==> src/design/ptd_ram.sv <==
// ----------------------------------------------------------------------------
// ptd_ram
// Generic single write port, single read port RAM with registered read data.
// ----------------------------------------------------------------------------
`default_nettype none

module ptd_ram #(
    parameter int WIDTH = 8,
    parameter int DEPTH = 16
) (
    input  wire logic                     clk,
    input  wire logic                     we,
    input  wire logic [$clog2(DEPTH)-1:0] waddr,
    input  wire logic [WIDTH-1:0]         wdata,
    input  wire logic                     re,
    input  wire logic [$clog2(DEPTH)-1:0] raddr,
    output logic      [WIDTH-1:0]         rdata
);

    logic [WIDTH-1:0] mem [DEPTH];

    always_ff @(posedge clk)
    begin
        if (we)
        begin
            mem[waddr] <= wdata;
        end
        if (re)
        begin
            rdata <= mem[raddr];
        end
    end

endmodule

`default_nettype wire
==> config.mk <==
export PLATFORM = sky130hd
export DESIGN_NAME = ptd_ram
export DESIGN_NICKNAME = d
export VERILOG_FILES = /design/src/design/ptd_ram.sv
export SDC_FILE = /design/constraint.sdc
export NUM_CORES = 1
export LEC_CHECK = 0
export ABC_AREA = 1
export BUFFER_PORTS_ARGS = -buffer_cell sky130_fd_sc_hd__clkbuf_2
export CORE_ASPECT_RATIO = 0.5
export CORE_MARGIN = 2
export CORE_UTILIZATION = 50
export DETAILED_ROUTE_END_ITERATION = 16
export PLACE_DENSITY = 0.78
export SETUP_SLACK_MARGIN = 0.5
export SYNTH_ARGS = -nofsm -noshare
export SYNTH_HDL_FRONTEND = slang
export SYNTH_SLANG_ARGS = --single-unit
==> constraint.sdc <==
create_clock -name clk -period 1.7 [get_ports clk]
set_input_delay 0.17 -clock clk [delete_from_list [all_inputs] [get_ports clk]]
set_output_delay 0.17 -clock clk [all_outputs]
set_load 0.02 [all_outputs]
# Word level (Yosys, flattened, before mapping)
# Memory sizes are Yosys's and may differ from the RTL's. A register that Yosys moved wholly into a read port is not among the register bits.
# Cells that the tools add are included.
dict set report word_totals {
  rom_bits 0
  mem_bits_rw 128
  n_memories 1
  reg_bits 0
  latch_bits 0
}
# memory words word_bits rd rd_ports_with_merged_regs wr line_no
set mem_list {}
lappend mem_list {mem 16 8 1 1 1 20} ;# logic [WIDTH-1:0] mem [DEPTH];
dict set report op_classes {
  n_mux 2
  n_mul 0
  shift 0
  n_lt_le_gt_ge 0
  n_bitwise 0
  eq_ne 0
  reduce_logical 0
  n_addsub 0
  div_mod_pow 0
}
# operator n
set op_table {}
lappend op_table {{two-way mux 1 bit} 2}

# Depth between registers and ports, before layout
# Gate-level depths: netlist of run 1.
dict set report logic_depth {
  depth_word 2
  mapped_depth 8
}

# Worst setup path before layout of run 1
# OpenSTA, ideal clock, no wires.
dict set report synth_timing {
  path_type {input to register}
  from {input port waddr[2]}
  to {memory mem[10][0] (enable)}
  path_buffers 0
  required_ps 1330
  stages 2
  slack_ps 579
  arrival_ps 751
  cell_sequence {nand3b_1 > nor2_1}
}
# item line_no
set synth_lines {}
lappend synth_lines {{from (decl)} 13} ;# input wire logic [$clog2(DEPTH)-1:0] waddr,
lappend synth_lines {{to (decl)} 20}
# No word-level cell before the write port.

# Worst setup path after layout of run 1
dict set report layout_timing {
  from {register rdata[3] (read register of mem)}
  to {output port rdata[3]}
}
# item line_no
set layout_lines {}
lappend layout_lines {{from (decl)} 17} ;# output logic [WIDTH-1:0] rdata
# No word-level cell between the ends.

==> results of run 1 <==
where the power goes:
part	leakage [nW]	internal (mW)	switching [mW]
combinational	1.43	0.140	0.341
clock	0.288	2.41	1.27
sequential	1.24	3.78	0.0256
metal layers:
| metal | up-vias | GRT usage, % | wire [um] |
|---|---|---|---|
| li1 | 1867 | - | - |
| met1 | 1813 | 30.9 | 5390 |
| met2 | 242 | 33.4 | 5820 |
| met3 | 27 | 5.45 | 1360 |
| met4 | 0 | 12.0 | 353 |
| met5 | - | 0 | 0 |
per-stage QoR:
step,util (%),total power [mW],std cells,hold WS (ps),area [um2]
finish,60.9,7.96,764,172,6810
global route,60.9,8.16,764,181,6810
CTS,60.7,7.97,764,171,6790
detailed placement,55.4,4.34,734,601,6200
global placement,55.4,4.32,734,584,6200
floorplan,-,4.15,551,269,5850
area by class of cell:
| cell class | count | area (um2) | share of cell area [%] |
|---|---|---|---|
| Clock buffer | 18 | 429 | 6.30 |
| Clock inverter | 12 | 159 | 2.33 |
| Inverter | 102 | 383 | 5.62 |
| Multi-Input combinational cell | 289 | 1220 | 18.0 |
| Sequential cell | 136 | 4080 | 60.0 |
| Tap cell | 159 | 199 | 2.92 |
| Timing Repair Buffer | 48 | 333 | 4.89 |
worst max path at each step:
stage                     from         end  cells past startpoint
global placement      raddr[0]    rdata[3]                      8
global route        mem[13][0]    rdata[0]                      6
detailed placement    raddr[1]    rdata[3]                      6
floorplan             waddr[2]  mem[10][0]                      2
finish                rdata[3]    rdata[3]                      1
CTS                   rdata[3]    rdata[3]                      1
placed cells by master, fill, tap and decap left out:
master / count
sky130_fd_sc_hd__buf_12: 2
sky130_fd_sc_hd__buf_2: 2
sky130_fd_sc_hd__buf_4: 20
sky130_fd_sc_hd__buf_6: 2
sky130_fd_sc_hd__bufinv_16: 4
sky130_fd_sc_hd__clkbuf_1: 1
sky130_fd_sc_hd__clkbuf_16: 17
sky130_fd_sc_hd__clkbuf_2: 22
sky130_fd_sc_hd__clkinv_1: 3
sky130_fd_sc_hd__clkinv_2: 4
sky130_fd_sc_hd__clkinvlp_4: 1
sky130_fd_sc_hd__edfxtp_1: 136
sky130_fd_sc_hd__inv_1: 100
sky130_fd_sc_hd__inv_2: 2
sky130_fd_sc_hd__nand2_1: 173
sky130_fd_sc_hd__nand3_1: 95
sky130_fd_sc_hd__nand3_2: 2
sky130_fd_sc_hd__nand3b_1: 2
sky130_fd_sc_hd__nor2_1: 17
cell families (layout without fill, tap and decap cells):
logic type | count (synthesis) | in the layout
buf+inv | 126 | 180
flops | 136 | 136
simple gates | 289 | 289
sequential cells by signal (all words and copies together) (netlist names):
name,count
mem,128
rdata,8
==> impl_summary.md, run 1 <==
Yosys
Synthesis inferred ~140 register bits. After synthesis the cells add up to 0.00585 mm2. Synthesis produced a netlist with a net count of 570. The main combinational cell family by area after synthesis is simple AND/OR/NAND/NOR gates. Averaged over all synthesized cells, the footprint is 10.6 um2.

The proportion of synthesized flip-flops having asynchronous set or reset is 0%. Synthesis instantiated 11 different standard cells from the library. Summing the areas of all compound-gate instances in the mapped netlist gives 0% of the synthesized area. Of the total synthesized cell area, the portion taken by AND, OR, NAND and NOR gates is roughly a fifth.

Summed over all instances, the cell type with the most area after synthesis is sky130_fd_sc_hd__edfxtp_1. Ranked by instance count, the synthesized netlist is headed by sky130_fd_sc_hd__nand2_1 (173), sky130_fd_sc_hd__edfxtp_1 (136), sky130_fd_sc_hd__inv_1 (100), sky130_fd_sc_hd__nand3_1 (97), sky130_fd_sc_hd__nor2_1 (17). The post-synthesis adder-cell area fraction is 0%. Multiplexer cells account for 0% of the synthesized area. For this run, the register share of the synthesized area comes to between 60 and 70%. Synthesis produced a netlist whose cell count is 551.

The number of enable-type register cells in the synthesized netlist is between 100 and 150. The share of synthesized area in the top cell type comes to about 70%. The synthesized netlist devotes 0% of its cell area to XOR and XNOR gates. Sorting the synthesized cells by area gives the leading types as sky130_fd_sc_hd__edfxtp_1 (70%), sky130_fd_sc_hd__nand2_1 (11%), sky130_fd_sc_hd__nand3_1 (8.3%), sky130_fd_sc_hd__inv_1 (6.4%), sky130_fd_sc_hd__buf_6 (1.2%). For this run, the number of Yosys warnings is 0. The predominant post-synthesis flop cell is sky130_fd_sc_hd__edfxtp_1. The most frequent cell after synthesis is sky130_fd_sc_hd__nand2_1.

STA
The count of endpoints failing hold in the final timing report is 0. The routed design could run at a clock period as short as 1210 ps. The final total negative setup slack is 0 ps.

Measured against its own limit, the worst slew margin works out to roughly 56%. Setup repair after global routing could not meet its margin everywhere. The upper clock frequency limit is 829 MHz. The share of the clock period used by the worst path after layout is between 70% and 80%. The slew at the pin closest to its max-slew limit is 659 ps. After layout, the worst setup slack is 494 ps.

The final setup violation count is 0. Clock skew on the completed layout was measured at 4.14 ps. The number of slew-limit violations in the final report is 0.

CTS
In this run, CTS created clock tree buffers numbering 17. The insertion delay of the later-clocked pin in the worst-skew pair is between 400 and 500 ps. TritonCTS built the clock tree. Clock-pin slew was measured on the worst setup and hold paths at 60 ps. For this design, the sink count on the clock tree is 136. The maximum number of buffers from clock root to sink is 2. For this design, the CTS-stage hold fixing added 0 buffers. The number of cells upsized or downsized after cts is 0. The number of setup buffers added after CTS is 0. The tree is rooted in a sky130_fd_sc_hd__clkbuf_16. The H-tree depth reported by CTS is 4.

Routing
The routed layout has 3,949 vias. In the routed design, unresolved DRC markers number 0. The detail route stage leaves a number of antenna-violating nets equal to 0. In the final routed layout, each cell accounts on average for 16.9 um. The length of the first detailed-routing pass in iterations is 5.

The detailed-route vias per instance is between 5 and 6. The number of violations reported at the end of detailed-routing iteration 0 is roughly 460. The final layout contains routed wiring with a total length of 12,900 um.

Floorplan
The count of standard-cell rows is 27. The top-level I/O count is 27. The effective utilization at floorplan is 52.3%. The floorplan die height is 80.5 um.

The die covers ~0.013 mm2. The die width is around 160 um. The area of the core region is about 0.011 mm2.

Status
The run finished with clean final reports.

Placed design
The half-perimeter wire length of the detailed placement result is 7650 um. The global placer's final weighted congestion is 0.837. Port buffering added 26 buffers. The worst setup timing slack at the placement stage is 296 ps.

Layout
The net count of the finished layout is between 600 and 700. Counting the fill cells in the layout gives 830. The fraction of final layout cells with drive strength greater than 1 is 12.9%. The layout overhead on the synthesized area is 16.5%.

The antenna diode count is 0.

GRT
The maximum number of pins on one net before global-route repair is 65. The aggregate global-route resource usage is between 20% and 30%. The first-pass GRT wire length is 20,400 um. The leftover overflow at the end of global routing is 0. The via count of the first global-routing pass is 3,776. The number of antenna violations at the first check in global routing is 0.

Critical path
Counting cells, the worst reg-to-reg path comes to 6. The critical path class is flop to output port. The top fanout value on the critical path is 1. The maximum single-stage delay on the critical path is 450 ps. On the critical path the largest part of the delay comes from flip-flops. The worst register-to-register path ends at rdata[2]. The worst register-to-register path begins at mem[11][2]. The reg2reg setup slack is 540 ps. Counting both buffers and inverters, the worst setup path holds a total of 1. The kind of start point of the critical path is a flop. At the worst endpoint, the arrival time is between 1000 and 1500 ps. The critical path capture point type is an output port. Walking the worst path, the cells encountered are buf_6.

The data required time of the critical path is 1530 ps. On the critical path, the stage with the largest delay is an instance of sky130_fd_sc_hd__edfxtp_1.

Run
The number of max-capacitance violations reported is 0.

Hold path
The hold path startpoint is re. Along the worst hold path, the cell count comes to 1. The endpoint with the worst hold slack is rdata[6]. The worst min-delay path class is primary input to flop.

Power
The highest ir drop seen on vdd is 0.537 mV. The standby leakage power is 2.95 nW. For this design the ratio of total power to cell area is 1170 mW/mm2.
Note: power is estimated with default switching activity, not from simulation.
==> inputs of run 2 (changes only) <==
==> constraint.sdc (replaced) <==
create_clock -name clk -period 1.2 [get_ports clk]
set_input_delay 0.12 -clock clk [delete_from_list [all_inputs] [get_ports clk]]
set_output_delay 0.12 -clock clk [all_outputs]
set_load 0.02 [all_outputs]
==> run 2 against run 1 <==
Effect of this change: via count grew 3.8%; register-to-register slack lost 500 ps; sequential power grew 41%; final area grew 7.0%; worst setup slack lost 460 ps; final cell count grew 0.13%; non-clock buffer count shrank 1; clock skew grew 0.79 ps; wire length grew 6.7%; global-route usage grew 0.95 points; combinational power grew 75%; critical endpoint is now rdata[1]; highest routed layer unchanged.
==> impl_summary.md, run 2 (synthesis results as in run 1) <==
Layout
The flip-flop count of the largest register, all copies and words added is 128 (unchanged). The register area is 0.00408 mm2 (unchanged). The post-layout net count was 612 (-0.16%). In the layout the commonest cells are sky130_fd_sc_hd__nand2_1 (167), sky130_fd_sc_hd__edfxtp_1 (136), sky130_fd_sc_hd__inv_1 (96). The area of the multi-input gates was 0.00154 mm2 (+26%). The fraction of final layout cells with drive strength greater than 1 is 23.6% (+11 points). Relative to the synthesized area, the layout overhead comes to 24.7%. The largest registers in the layout are mem: 128 flops, rdata: 8 flops. The summed area of non-filler cells in the final layout is 0.00729 mm2 (+7.0%). The register with the most flip-flops is mem. The layout filler cell count is 722 (-13%). The most common cell after layout, fill and taps aside is sky130_fd_sc_hd__nand2_1. The antenna diode count came to 0 (unchanged).

STA
Setup repair after global routing could not meet its margin everywhere. The share of the clock period used by the worst path after layout is ~97%. The relative slew slack is 56.2% (+0.15 points). The setup skew after layout was 4.94 ps (+0.795 ps). The final setup violation count is 0 (unchanged). The minimum clock period is about 1200 ps. Based on the critical path, the design can be clocked at up to 860 MHz. The final worst-path setup slack was 36.6 ps (-458 ps). The number of slew-limit violations in the final report is 0 (unchanged). The slew at the pin closest to its max-slew limit is 656 ps (-2.31 ps). The count of endpoints failing hold in the final timing report is 0 (unchanged).

Floorplan
The area of the core region is 0.0112 mm2 (unchanged). The effective utilization at floorplan was 52.3% (unchanged). The die width is 157 um (unchanged). The count of standard-cell rows was 27 (unchanged). The top-level I/O count is 27 (unchanged).

The floorplan die height is 80.5 um (unchanged). The die area is 0.0126 mm2 (unchanged).

Critical path
The number of buffer and inverter instances along the worst setup path is 1 (unchanged). The top fanout value on the critical path came to 1 (unchanged). STA classifies the critical path endpoint as a flop. The data required time of the critical path is 1360 ps (-170 ps). The data arrival time of the critical path came to 1320 ps (+280 ps).

The slowest cell on the critical path is sky130_fd_sc_hd__edfxtp_1. The critical path class is flop to flop. The maximum single-stage delay on the critical path is 380 ps (-70 ps). The kind of cell adding the most delay to the critical path is simple AND/OR/NAND/NOR gates.

The critical path goes through inv_1 -> nand2_1 -> nand3_1 -> nand3_2 -> nand3_2 -> nand2_1. The kind of start point of the critical path is a flop.

CTS
The maximum number of buffers from clock root to sink is 2 (unchanged). TritonCTS built the clock tree. The insertion delay of the later-clocked pin in the worst-skew pair was 420 ps (about the same). The clock transition time at the flip-flop clock pins of the worst setup and hold paths is 60 ps (about the same). The clock tree root driver cell is sky130_fd_sc_hd__clkbuf_16. The clock buffer count from CTS is 17 (unchanged). The H-tree depth reported by CTS is 4 (unchanged). The clock sink count is 136 (unchanged).

Power
The highest ir drop seen on vdd is 0.796 mV (+48%). The standby leakage power is 3.08 nW (+4.3%). The power density normalized to cell area is 1590 mW/mm2 (+36%).

GRT
The leftover overflow at the end of global routing is 0 (unchanged). The via count of the first global-routing pass is 3,986 (+5.6%). The aggregate global-route resource usage is 23.4% (+0.95 points). The maximum number of pins on one net before global-route repair is 64 (-1.5%).

The number of antenna violations at the first check in global routing is 0 (unchanged). The first-pass GRT wire length is 21,100 um (+3.6%).

Routing
The via count of the routed design is 4,101 (+3.8%). The detailed-route vias per instance is 5.36 (+3.7%). The detailed-route wire length is 13,800 um (+6.7%). The length of the first detailed-routing pass in iterations was 5 (unchanged).

The number of violations reported at the end of detailed-routing iteration 0 is 570 (+24%). The average wire per standard cell was 18.0 um (+6.5%). The number of remaining DRC errors was 0 (unchanged). The number of nets with antenna violations after routing was 0 (unchanged).

Placed design
The placed standard-cell area is 0.00637 mm2 (+2.7%). The port buffer count came to 26 (unchanged). The half-perimeter wire length of the detailed placement result is 7800 um (+2.0%).

The global placer's final weighted congestion is 0.792 (-5.3%). The worst setup timing slack at the placement stage came to -169 ps (-465 ps).

Run
The number of max-capacitance violations reported is 0 (unchanged).

Status
The flow ran to the end, and the final reports show no timing, DRC or antenna violations.

Hold path
In this run the worst hold path is classified as primary input to flop.
run 2: worst paths after layout:
kind	cells after the start	slack (ps)	startpoint	endpoint
hold / removal	1	110	re	rdata[3]
setup / recovery	6	40	mem[11][1]	rdata[1]
setup reg to reg	6	40	mem[11][1]	rdata[1]
hold reg to reg	6	750	mem[4][2]	rdata[2]
run 2: per-layer routing:
metal	up-vias	share of wire (%)	global-route usage, %
met5	-	0	0
met2	234	49	38.5
li1	1867	-	-
met3	30	9.8	6.48
met4	0	2.3	10.3
met1	1970	39	29.5
run 2: through the flow:
step                util [%]  TNS (ps)  instances  power [mW]  hold slack (ps)
floorplan                  -         0        551        5.93              219
global placement        57.0      -641        730        6.18              544
detailed placement      57.0     -1050        730        6.20              542
CTS                     64.0         0        763        11.5              108
global route            65.2         0        765        11.9              111
finish                  65.2         0        765        11.6              115
run 2: area by class of cell:
class / count / share of cell area [%]
sequential: 136 / 56.0
multi-input combinational: 289 / 21.1
timing repair buffer: 47 / 6.42
clock buffer: 18 / 5.89
inverter: 102 / 5.32
tap: 159 / 2.73
clock inverter: 14 / 2.49
run 2: power by group:
part / switching [mW] / internal, mW
clock network: 1.92 / 3.45
logic: 0.568 / 0.270
registers: 0.0307 / 5.35
total: 2.51 / 9.07
run 2: worst register-to-register path, delay by kind of cell, from the launching register on:
family        cells  cell delay, ps
simple gates      5             450
flops             1             380
buf+inv           1              80
run 2: timing repair:
action                     4_1_cts  5_1_grt
setup buffers                    1        2
hold buffers                     0        0
setup endpoints to repair      120      126
pin swaps                       22       14
cloned                           0        0
gates resized for setup         34       34
